**config.mk**
```make
export PLATFORM = sky130hd
export DESIGN_NAME = bin_to_object_record_framer_core
export DESIGN_NICKNAME = d
export VERILOG_FILES = /design/src/rtl/bof_pkg.sv /design/src/rtl/bof_front.sv /design/src/rtl/bof_queue.sv /design/src/rtl/bof_back.sv /design/src/rtl/bin_to_object_record_framer_core.sv
export VERILOG_INCLUDE_DIRS = /design/src /design/src/rtl
export SDC_FILE = /design/constraint.sdc
export NUM_CORES = 1
export LEC_CHECK = 0
export BUFFER_PORTS_ARGS = -buffer_cell sky130_fd_sc_hd__buf_4
export CAP_MARGIN = 20
export CORE_MARGIN = 2
export CORE_UTILIZATION = 65
export DETAILED_ROUTE_END_ITERATION = 10
export HOLD_SLACK_MARGIN = 0.06
export PLACE_DENSITY = 0.82
export SYNTH_ARGS = -nofsm -noshare
export SYNTH_HDL_FRONTEND = slang
export SYNTH_SLANG_ARGS = --single-unit
```
**constraint.sdc**
```tcl
create_clock -name aclk -period 10.64 [get_ports aclk]
set_clock_uncertainty 0.1 [all_clocks]
set_input_delay 1.064 -clock aclk [delete_from_list [all_inputs] [get_ports aclk]]
set_output_delay 1.064 -clock aclk [all_outputs]
set_load 0.01 [all_outputs]
```
**src/rtl/bin_to_object_record_framer_core_assert.svh**
```systemverilog
// Assertion macros used by the framer's command queue (bof_queue).
`ifndef BIN_TO_OBJECT_RECORD_FRAMER_CORE_ASSERT_SVH
`define BIN_TO_OBJECT_RECORD_FRAMER_CORE_ASSERT_SVH

`ifndef ASSERT_OFF

`define BOF_ASSERT(name, clk, rstn, prop) \
    name: assert property (@(posedge clk) disable iff (!(rstn)) (prop)) \
        else $error("bof assertion failed");

`define BOF_ASSERT_NEVER(name, clk, rstn, expr) \
    name: assert property (@(posedge clk) disable iff (!(rstn)) !(expr)) \
        else $error("bof forbidden condition");

`else

`define BOF_ASSERT(name, clk, rstn, prop)

`define BOF_ASSERT_NEVER(name, clk, rstn, expr)

`endif

`endif

```
**src/rtl/bof_pkg.sv**
```systemverilog
package bof_pkg;

    localparam int QUEUE_DEPTH_DEFAULT = 4;

    localparam int IDX_W = 4;

    localparam logic [7:0]  REC_CONTENT      = 8'h06;
    localparam logic [7:0]  REC_MODEND       = 8'h04;
    localparam logic [7:0]  MODEND_LEN_LO    = 8'h05;
    localparam logic [7:0]  MODEND_TYPE      = 8'h01;
    localparam logic [7:0]  REC_EOF          = 8'h0E;
    localparam logic [7:0]  EOF_LEN_LO       = 8'h01;
    localparam logic [7:0]  EOF_CSUM         = 8'hF1;
    localparam logic [7:0]  ZERO_BYTE        = 8'h00;
    localparam logic [15:0] HDR_OVERHEAD     = 16'd4;
    localparam logic [7:0]  MODEND_FIXED_SUM = 8'd10;

    localparam logic [IDX_W-1:0] HDR_LAST_IDX = IDX_W'(5);
    localparam logic [IDX_W-1:0] END_LAST_IDX = IDX_W'(11);

    typedef enum logic [1:0] {
        CMD_DATA = 2'b00,
        CMD_HDR  = 2'b01,
        CMD_END  = 2'b10
    } cmd_kind_t;

    typedef struct packed {
        cmd_kind_t   kind;
        logic [7:0]  byte_a;
        logic [7:0]  byte_b;
        logic [15:0] rlen;
        logic [7:0]  csum;
        logic        with_csum;
    } cmd_t;

endpackage

```
**src/rtl/bof_front.sv**
```systemverilog
module bof_front (
    input  logic          aclk,
    input  logic          aresetn,
    input  logic          s_valid,
    output logic          s_ready,
    input  logic [7:0]    s_in_byte,
    input  logic          q_full,
    output logic          q_push,
    output bof_pkg::cmd_t q_cmd
);
    import bof_pkg::*;

    typedef enum logic [2:0] {
        PH_HEADER = 3'b001,
        PH_DATA   = 3'b010,
        PH_DONE   = 3'b100
    } phase_t;

    phase_t      phase_reg, phase_next;
    logic [1:0]  hdr_idx_reg, hdr_idx_next;
    logic [15:0] len_reg, len_next;
    logic [7:0]  addr_lo_reg, addr_lo_next;
    logic [15:0] remain_reg, remain_next;
    logic [7:0]  sum_reg, sum_next;

    logic        accept;
    logic [15:0] rlen;
    logic [7:0]  data_sum;

    assign s_ready  = !q_full;
    assign accept   = s_valid && s_ready;
    assign rlen     = len_reg + HDR_OVERHEAD;
    assign data_sum = sum_reg + s_in_byte;

    always_comb begin
        phase_next   = phase_reg;
        hdr_idx_next = hdr_idx_reg;
        len_next     = len_reg;
        addr_lo_next = addr_lo_reg;
        remain_next  = remain_reg;
        sum_next     = sum_reg;
        q_push       = 1'b0;
        q_cmd        = '{kind: CMD_DATA, byte_a: addr_lo_reg, byte_b: s_in_byte,
                         rlen: rlen, csum: 8'h00, with_csum: 1'b0};
        if (accept) begin
            unique case (phase_reg)
                PH_HEADER: begin
                    unique case (hdr_idx_reg)
                        2'd0: begin
                            len_next     = {8'h00, s_in_byte};
                            hdr_idx_next = 2'd1;
                        end
                        2'd1: begin
                            len_next     = {s_in_byte, len_reg[7:0]};
                            hdr_idx_next = 2'd2;
                        end
                        2'd2: begin
                            addr_lo_next = s_in_byte;
                            hdr_idx_next = 2'd3;
                        end
                        default: begin
                            hdr_idx_next = 2'd0;
                            q_push       = 1'b1;
                            if (len_reg == 16'h0000) begin
                                q_cmd.kind  = CMD_END;
                                q_cmd.csum  = 8'h00 - (MODEND_FIXED_SUM + addr_lo_reg
                                                       + s_in_byte);
                                sum_next    = 8'h00;
                                phase_next  = PH_DONE;
                            end else begin
                                q_cmd.kind  = CMD_HDR;
                                sum_next    = REC_CONTENT + rlen[7:0] + rlen[15:8]
                                              + addr_lo_reg + s_in_byte;
                                remain_next = len_reg;
                                phase_next  = PH_DATA;
                            end
                        end
                    endcase
                end
                PH_DATA: begin
                    q_push      = 1'b1;
                    remain_next = remain_reg - 16'd1;
                    if (remain_reg == 16'd1) begin
                        q_cmd.csum      = 8'h00 - data_sum;
                        q_cmd.with_csum = 1'b1;
                        sum_next        = 8'h00;
                        phase_next      = PH_HEADER;
                    end else begin
                        sum_next = data_sum;
                    end
                end
                default: begin
                    phase_next = PH_DONE;
                end
            endcase
        end
    end

    always_ff @(posedge aclk) begin
        if (!aresetn) begin
            phase_reg   <= PH_HEADER;
            hdr_idx_reg <= 2'd0;
            len_reg     <= 16'h0000;
            addr_lo_reg <= 8'h00;
            remain_reg  <= 16'h0000;
            sum_reg     <= 8'h00;
        end else begin
            phase_reg   <= phase_next;
            hdr_idx_reg <= hdr_idx_next;
            len_reg     <= len_next;
            addr_lo_reg <= addr_lo_next;
            remain_reg  <= remain_next;
            sum_reg     <= sum_next;
        end
    end

endmodule

```
**src/rtl/bof_queue.sv**
```systemverilog
`include "bin_to_object_record_framer_core_assert.svh"

module bof_queue #(
    parameter int DEPTH = bof_pkg::QUEUE_DEPTH_DEFAULT
) (
    input  logic          aclk,
    input  logic          aresetn,
    input  logic          push,
    input  bof_pkg::cmd_t push_cmd,
    output logic          full,
    input  logic          pop,
    output bof_pkg::cmd_t head_cmd,
    output logic          empty
);
    import bof_pkg::*;

    localparam int PTR_W = (DEPTH > 1) ? $clog2(DEPTH) : 1;
    localparam int CNT_W = $clog2(DEPTH + 1);

    cmd_t             mem [DEPTH];
    logic [PTR_W-1:0] wr_ptr_reg, wr_ptr_next;
    logic [PTR_W-1:0] rd_ptr_reg, rd_ptr_next;
    logic [CNT_W-1:0] count_reg, count_next;

    assign full     = (count_reg == CNT_W'(DEPTH));
    assign empty    = (count_reg == '0);
    assign head_cmd = mem[rd_ptr_reg];

    always_comb begin
        wr_ptr_next = wr_ptr_reg;
        rd_ptr_next = rd_ptr_reg;
        count_next  = count_reg;
        if (push) begin
            wr_ptr_next = (wr_ptr_reg == PTR_W'(DEPTH - 1)) ? '0 : wr_ptr_reg + 1'b1;
        end
        if (pop) begin
            rd_ptr_next = (rd_ptr_reg == PTR_W'(DEPTH - 1)) ? '0 : rd_ptr_reg + 1'b1;
        end
        priority if (push && !pop) begin
            count_next = count_reg + 1'b1;
        end else if (pop && !push) begin
            count_next = count_reg - 1'b1;
        end else begin
            count_next = count_reg;
        end
    end

    always_ff @(posedge aclk) begin
        if (push) begin
            mem[wr_ptr_reg] <= push_cmd;
        end
    end

    always_ff @(posedge aclk) begin
        if (!aresetn) begin
            wr_ptr_reg <= '0;
            rd_ptr_reg <= '0;
            count_reg  <= '0;
        end else begin
            wr_ptr_reg <= wr_ptr_next;
            rd_ptr_reg <= rd_ptr_next;
            count_reg  <= count_next;
        end
    end

    `BOF_ASSERT(a_no_overflow, aclk, aresetn, push |-> !full)
    `BOF_ASSERT(a_no_underflow, aclk, aresetn, pop |-> !empty)
    `BOF_ASSERT_NEVER(a_count_range, aclk, aresetn, count_reg > CNT_W'(DEPTH))

endmodule

```
**src/rtl/bof_back.sv**
```systemverilog
module bof_back (
    input  logic          aclk,
    input  logic          aresetn,
    input  bof_pkg::cmd_t head_cmd,
    input  logic          q_empty,
    output logic          q_pop,
    output logic          m_valid,
    input  logic          m_ready,
    output logic [7:0]    m_out_byte,
    output logic          m_run_last,
    output logic          m_module_done
);
    import bof_pkg::*;

    logic [IDX_W-1:0] idx_reg, idx_next;
    logic             valid_reg, valid_next;
    logic [7:0]       byte_reg;
    logic             last_reg;
    logic             done_reg;

    logic       load;
    logic [7:0] cur_byte;
    logic       cur_last;

    always_comb begin
        cur_byte = ZERO_BYTE;
        cur_last = 1'b0;
        unique case (head_cmd.kind)
            CMD_HDR: begin
                cur_last = (idx_reg == HDR_LAST_IDX);
                unique case (idx_reg)
                    IDX_W'(0): cur_byte = REC_CONTENT;
                    IDX_W'(1): cur_byte = head_cmd.rlen[7:0];
                    IDX_W'(2): cur_byte = head_cmd.rlen[15:8];
                    IDX_W'(3): cur_byte = ZERO_BYTE;
                    IDX_W'(4): cur_byte = head_cmd.byte_a;
                    default:   cur_byte = head_cmd.byte_b;
                endcase
            end
            CMD_END: begin
                cur_last = (idx_reg == END_LAST_IDX);
                unique case (idx_reg)
                    IDX_W'(0):  cur_byte = REC_MODEND;
                    IDX_W'(1):  cur_byte = MODEND_LEN_LO;
                    IDX_W'(2):  cur_byte = ZERO_BYTE;
                    IDX_W'(3):  cur_byte = MODEND_TYPE;
                    IDX_W'(4):  cur_byte = ZERO_BYTE;
                    IDX_W'(5):  cur_byte = head_cmd.byte_a;
                    IDX_W'(6):  cur_byte = head_cmd.byte_b;
                    IDX_W'(7):  cur_byte = head_cmd.csum;
                    IDX_W'(8):  cur_byte = REC_EOF;
                    IDX_W'(9):  cur_byte = EOF_LEN_LO;
                    IDX_W'(10): cur_byte = ZERO_BYTE;
                    default:    cur_byte = EOF_CSUM;
                endcase
            end
            default: begin
                cur_last = !head_cmd.with_csum || idx_reg[0];
                cur_byte = idx_reg[0] ? head_cmd.csum : head_cmd.byte_b;
            end
        endcase
    end

    assign load       = !q_empty && (!valid_reg || m_ready);
    assign q_pop      = load && cur_last;
    assign valid_next = load || (valid_reg && !m_ready);

    always_comb begin
        priority if (q_pop) begin
            idx_next = '0;
        end else if (load) begin
            idx_next = idx_reg + 1'b1;
        end else begin
            idx_next = idx_reg;
        end
    end

    always_ff @(posedge aclk) begin
        if (load) begin
            byte_reg <= cur_byte;
            last_reg <= cur_last;
            done_reg <= (head_cmd.kind == CMD_END);
        end
    end

    always_ff @(posedge aclk) begin
        if (!aresetn) begin
            idx_reg   <= '0;
            valid_reg <= 1'b0;
        end else begin
            idx_reg   <= idx_next;
            valid_reg <= valid_next;
        end
    end

    assign m_valid       = valid_reg;
    assign m_out_byte    = byte_reg;
    assign m_run_last    = last_reg;
    assign m_module_done = done_reg;

endmodule

```
**src/rtl/bin_to_object_record_framer_core.sv**
```systemverilog
// Object record framer: takes one stream byte per cycle while the command
// queue (QUEUE_DEPTH entries) has room, and sends one record byte per cycle
// while m_ready is high and a command is queued. A data byte yields one output
// byte (two on the last byte of a block); the fourth header byte yields six
// bytes (content record header) or twelve (module end and end-of-file records),
// so input stalls after such a header once the queue fills. Commands are
// registered in the queue, bytes in the output register. After the zero-length
// header every later byte is taken and dropped.
module bin_to_object_record_framer_core #(
    parameter int QUEUE_DEPTH = bof_pkg::QUEUE_DEPTH_DEFAULT
) (
    input  logic       aclk,
    input  logic       aresetn,
    input  logic       s_valid,
    output logic       s_ready,
    input  logic [7:0] s_in_byte,
    output logic       m_valid,
    input  logic       m_ready,
    output logic [7:0] m_out_byte,
    output logic       m_run_last,
    output logic       m_module_done
);
    import bof_pkg::*;

    logic q_push;
    logic q_pop;
    logic q_full;
    logic q_empty;
    cmd_t push_cmd;
    cmd_t head_cmd;

    bof_front u_front (
        .aclk      (aclk),
        .aresetn   (aresetn),
        .s_valid   (s_valid),
        .s_ready   (s_ready),
        .s_in_byte (s_in_byte),
        .q_full    (q_full),
        .q_push    (q_push),
        .q_cmd     (push_cmd)
    );

    bof_queue #(
        .DEPTH (QUEUE_DEPTH)
    ) u_queue (
        .aclk     (aclk),
        .aresetn  (aresetn),
        .push     (q_push),
        .push_cmd (push_cmd),
        .full     (q_full),
        .pop      (q_pop),
        .head_cmd (head_cmd),
        .empty    (q_empty)
    );

    bof_back u_back (
        .aclk          (aclk),
        .aresetn       (aresetn),
        .head_cmd      (head_cmd),
        .q_empty       (q_empty),
        .q_pop         (q_pop),
        .m_valid       (m_valid),
        .m_ready       (m_ready),
        .m_out_byte    (m_out_byte),
        .m_run_last    (m_run_last),
        .m_module_done (m_module_done)
    );

endmodule
```
# After elaboration in Yosys (flattened, before gate mapping)
# Memories as Yosys holds them, arrays and structs flattened. A register that Yosys moved wholly into a read port is not among the register bits.
# Index checks and enable logic that the tools add are counted.
[op_classes]
bitwise = 2
n_eq_ne = 24
reduce_logical = 34
n_mux = 39
addsub = 16
[ops]
columns = ["operator", "n"]
rows = [
  ["$pmux W16 S2", 2],
  ["$pmux W8 S8", 1],
  ["$mux W8", 6],
  ["$pmux W8 S2", 3],
  ["$add A8 B8 Y8", 5],
  ["$pmux W8 S5", 1],
  ["$mux W16", 2],
  ["$mux W9", 2],
  ["$add A16 B3 Y16 const B", 1],
  ["$eq A16 B1 Y1 const B", 1],
  ["$eq A4 B3 Y1 const B", 4],
  ["$eq A4 B4 Y1 const B", 4],
  ["$logic_not A16 Y1", 1],
  ["$mux W2", 8],
  ["$sub A1 B8 Y8 const A", 2],
  ["$sub A16 B1 Y16 const B", 1],
  ["$mux W3", 5],
  ["$reduce_and A3 Y1", 4],
  ["$add A3 B8 Y8 const A", 1],
  ["$add A4 B8 Y8 const A", 1],
  ["$eq A2 B2 Y1 const B", 4],
  ["$eq A4 B2 Y1 const B", 2],
  ["$reduce_and A4 Y1", 2],
  ["$logic_not A1 Y1", 7],
  ["other kinds (25)", 45],
]
[totals]
inputBits = 12
output_inout_bits = 12
ram_bits = 172
reg_bits = 75
memories = 1
[mem_list]
columns = ["name", "words", "word_bits", "read_ports", "rd_clocked_by_memory_dff", "wr", "line", "text"]
rows = [
  ["u_queue.mem", 4, 43, 1, 1, 1, "bof_queue.sv:20", "cmd_t mem [DEPTH];"],
]

# Depth between registers and ports, before layout
[logic_depth]
word_depth = 9
depth_mapped = 18
ltp_nobuf = 18

# Hierarchy
# From an unflattened synthesis, not the netlist that was laid out.
[unflattened]
hier_cells = 1000
area_unflattened_um2 = 12673.4
[modules_own_cells]
columns = ["module", "area_each_um2", "cells_each", "instances", "seq_area_each_um2"]
rows = [
  ["bof_queue", 6717.7, 269, 1, 5345.1],
  ["bof_front", 4569.4, 573, 1, 1061.0],
  ["bof_back", 1386.3, 158, 1, 400.4],
]

# Worst setup path after synthesis
# No wires, ideal clock.
[synth_path]
path_kind = "reg-to-reg"
from = "register (tool-made name)"
to = "register u_queue.count_reg[2]"
path_buffers = 4
arrival_ns = 3.821
slack_ns = 6.648
synth_period_minus_slack_ns = 3.992
setup_ns = 0.070
path_stages_with_launch = 17
path_cell_list = "dfxtp_1 buf_2 buf_2 buf_2 mux4_2 ha_1 clkbuf_1 and3_1 a311oi_1 a31oi_1 nand2_1 ha_1 inv_1 fa_1 xor2_1 or3_1 a21oi_1"
[synth_lines]
columns = ["element", "line", "text"]
rows = [
  ["end signal, assigned", "bof_queue.sv:62", "count_reg <= count_next;"],
  ["end, declared", "bof_queue.sv:23", "logic [CNT_W-1:0] count_reg, count_next;"],
]

==> flow_summary_export.csv <==
group,metric,value,unit
status,status,"finished clean",
global_route,grt_pass1_wl,44900,µm
clock_tree,clock_path_buffers,3,
flow_run,drv_cap,0,
timing,min_period_over_period,40.6,%
final_layout,layout_commonest_cell,"edfxtp_1",
critical_path,cp-end-kind,"flip-flop",
clock_tree,postCtsSetupRepairBufs,0,
detailed_routing,drc,0,
final_layout,final_cell_mix,"edfxtp_1 (182), nor2_1 (85), nand2_1 (85)",
final_layout,largest_reg_flops,172,
placed_design,gp_routability_congestion,0.912,
critical_path,cp_slowest_cell,"dfxtp_1",
clock_tree,ctsHtreeMaxLevel,1,
timing,tns,0,ns
critical_path,crit_top_cell,"fa_1",
synth,synthArstFlopShare,0,%
critical_path,crit_family,"adder cells",
final_layout,nFillCells,1202,
floorplanning,core,18600,µm²
global_route,grt_max_degree,58,
detailed_routing,dr.pass1.iters,7,
detailed_routing,vias_per_cell,6.55,
detailed_routing,drt.antenna.violating_nets,0,
critical_path,cp.required,11.00,ns
clock_tree,cts_buffers,26,
synth,synth_area_leaders,"edfxtp_1 (45%), dfxtp_1 (11%), mux4_2 (7.9%)",
timing,hold_viol,0,
critical_path,cp_max_fo,7,
synth,yosys_warnings,0,
synth,synth_fp_nets,1054,
global_route,antenna_found_initial,0,
placed_design,io_buffer_count,23,
synth,synth_area_leader_cell,"edfxtp_1",
detailed_routing,wl_per_cell,22.7,µm
floorplanning,start_util,65.6,%
final_layout,n_antenna_cell,0,
global_route,grtUsageTotal,29.2,%
critical_path,cp-start-kind,"flip-flop",
critical_path,crit_path_cell_trace,"and3_1, and4_1, nand2_1, xnor2_1, inv_1, ha_1, fa_1, inv_1, fa_1, ha_1, fa_1, a21oi_1, nor2_1, nor2_1, xnor2_1, a22oi_1, a21oi_1",
critical_path,critPathMaxStageDelay,0.43,ns
timing,max_freq,0.231,GHz
clock_tree,root_buffer,"clkbuf_16",
floorplanning,die_x,141,µm
synth,netlist_instances,970,
pwr,vdd_drop_max,134,µV
synth,syn_area,12200,µm²
detailed_routing,route.vias.total,8149,
timing,worst_pin_slew,1.08,ns
pwr,p_per_area,215,nW/µm²
synth,synth_cell_types,64,
floorplanning,dieArea,19900,µm²
critical_path,critPathBufInv,2,
floorplanning,pin_count,24,
clock_tree,cts_tree,"yes",
timing,finalMaxSlewViolations,0,
synth,ys_seq_area_share,55.8,%
synth,yosysTopAreaCellShare,44.8,%
critical_path,crit_type,"flip-flop to flip-flop",
clock_tree,clock_latency,0.54,ns
detailed_routing,routed_wl,28200,µm
pwr,leakagePower,4.73,nW
timing,setup_viol,0,
floorplanning,chipHeight,141,µm
synth,synth-seq-cells,249,
critical_path,arrival,4.68,ns
synth,ys.flop_type,"edfxtp_1",
clock_tree,clk_pin_slew_worst_paths,0.06,ns
hold_path,hold_class,"flip-flop to flip-flop",
synth,avgSynthCellArea,12.6,µm²
final_layout,final_util,72.8,%
global_route,first_global_vias,8136,
timing,slew_headroom,27.0,%
clock_tree,clkSinkCount,249,
placed_design,hpwl,17700,µm
global_route,grt-ovfl-total,0,
detailed_routing,drt-initial-drc-count,761,
final_layout,syn_to_final_growth,10.9,%
clock_tree,ctsHoldBuffers,0,
final_layout,drive_above_1_share,13.5,%
clock_tree,cts_repair_resize_count,0,
final_layout,final_nets,1074,
timing,rsz0062_at_grt,"false",
synth,synth-edff-count,182,
floorplanning,std_cell_rows,50,
timing,fin_crit,4.32,ns
[final cells by class]
class | count | area, µm² | share of cell area (%)
flip-flops and latches | 249 | 6810 | 50.4
multi-input cells | 625 | 5010 | 37.0
clock buffers | 27 | 654 | 4.84
clock inverters | 21 | 299 | 2.21
well taps | 234 | 293 | 2.17
repair buffers | 34 | 255 | 1.89
inverters | 54 | 203 | 1.50
[synthesized netlist by cell type, types with 6 or more instances]
master    count
buf_2         8
nor3_1       15
nand3_1      21
dfxtp_1      67
a21o_1        9
inv_1        53
a211oi_1      6
mux4_2       43
nand2_1      85
nand2b_1      6
xor2_1       18
ha_1         55
or3_1         7
and2_1        7
xnor2_1      28
a21oi_1      65
nor2_1       85
a22oi_1      21
clkbuf_1     29
edfxtp_1    182
a222oi_1      8
o21ai_0      33
a32oi_1       9
fa_1         17
nor4_1        6
[worst reg2reg max path: cells and delay by family (launching register included)]
family | cells | cell delay [ns]
fa+ha+maj | 5 | 1.84
compound gates | 3 | 0.41
buf+inv | 2 | 0.20
flops | 1 | 0.43
simple gates | 5 | 0.74
xor+xnor | 2 | 0.53
[report_power, final]
| part | total, mW | switching (mW) | leakage (nW) | internal, mW |
|---|---|---|---|---|
| registers | 1.17 | 0.0558 | 2.18 | 1.12 |
| clock network | 1.00 | 0.383 | 0.463 | 0.619 |
| logic | 0.738 | 0.436 | 2.08 | 0.302 |
| total | 2.91 | 0.874 | 4.73 | 2.04 |
[layer usage]
metal  GRT usage [%]  wire [µm]  up-vias
li1                -          -     3683
met1            39.2      11400     3982
met2            49.4      13700      402
met3            4.55       2100       82
met4            10.1       1000        0
met5               0          0        -
[logic make-up (layout without fill, tap and decap cells)]
group,after synthesis,in the layout,share of synthesized area (%)
and+or+nand+nor,263,263,10.2
DFF,249,249,55.8
AOI/OAI and AO/OA,196,196,10.8
buffers and inverters,96,136,3.10
adders and majority gates,72,72,8.44
muxes,48,48,8.36
xor gates and xnor gates,46,46,3.31
[final timing paths]
kind / startpoint / end / slack, ns / cells past startpoint
setup / recovery: u_front.len_reg[4]$_SDFFE_PN0P_ / u_front.sum_reg[6]$_SDFFE_PN0P_ / 6.32 / 17
hold / removal: u_back.m_valid$_SDFF_PN0_ / u_back.m_valid$_SDFF_PN0_ / 0.38 / 2
setup reg to reg: u_front.len_reg[4]$_SDFFE_PN0P_ / u_front.sum_reg[6]$_SDFFE_PN0P_ / 6.32 / 17
hold reg to reg: u_back.m_valid$_SDFF_PN0_ / u_back.m_valid$_SDFF_PN0_ / 0.38 / 2
[per-stage QoR]
stage	std cells	setup slack [ns]	area (µm²)	power (mW)	hold slack, ns
finish	1244	6.32	13500	2.91	0.385
global route	1244	5.96	13500	3.03	0.416
CTS	1244	6.32	13500	2.91	0.385
detailed placement	1196	6.36	12600	1.90	0.372
global placement	1196	6.43	12600	1.89	0.361
floorplan	970	6.65	12200	1.70	0.350
No activity file was read; power rests on OpenSTA's default activity.
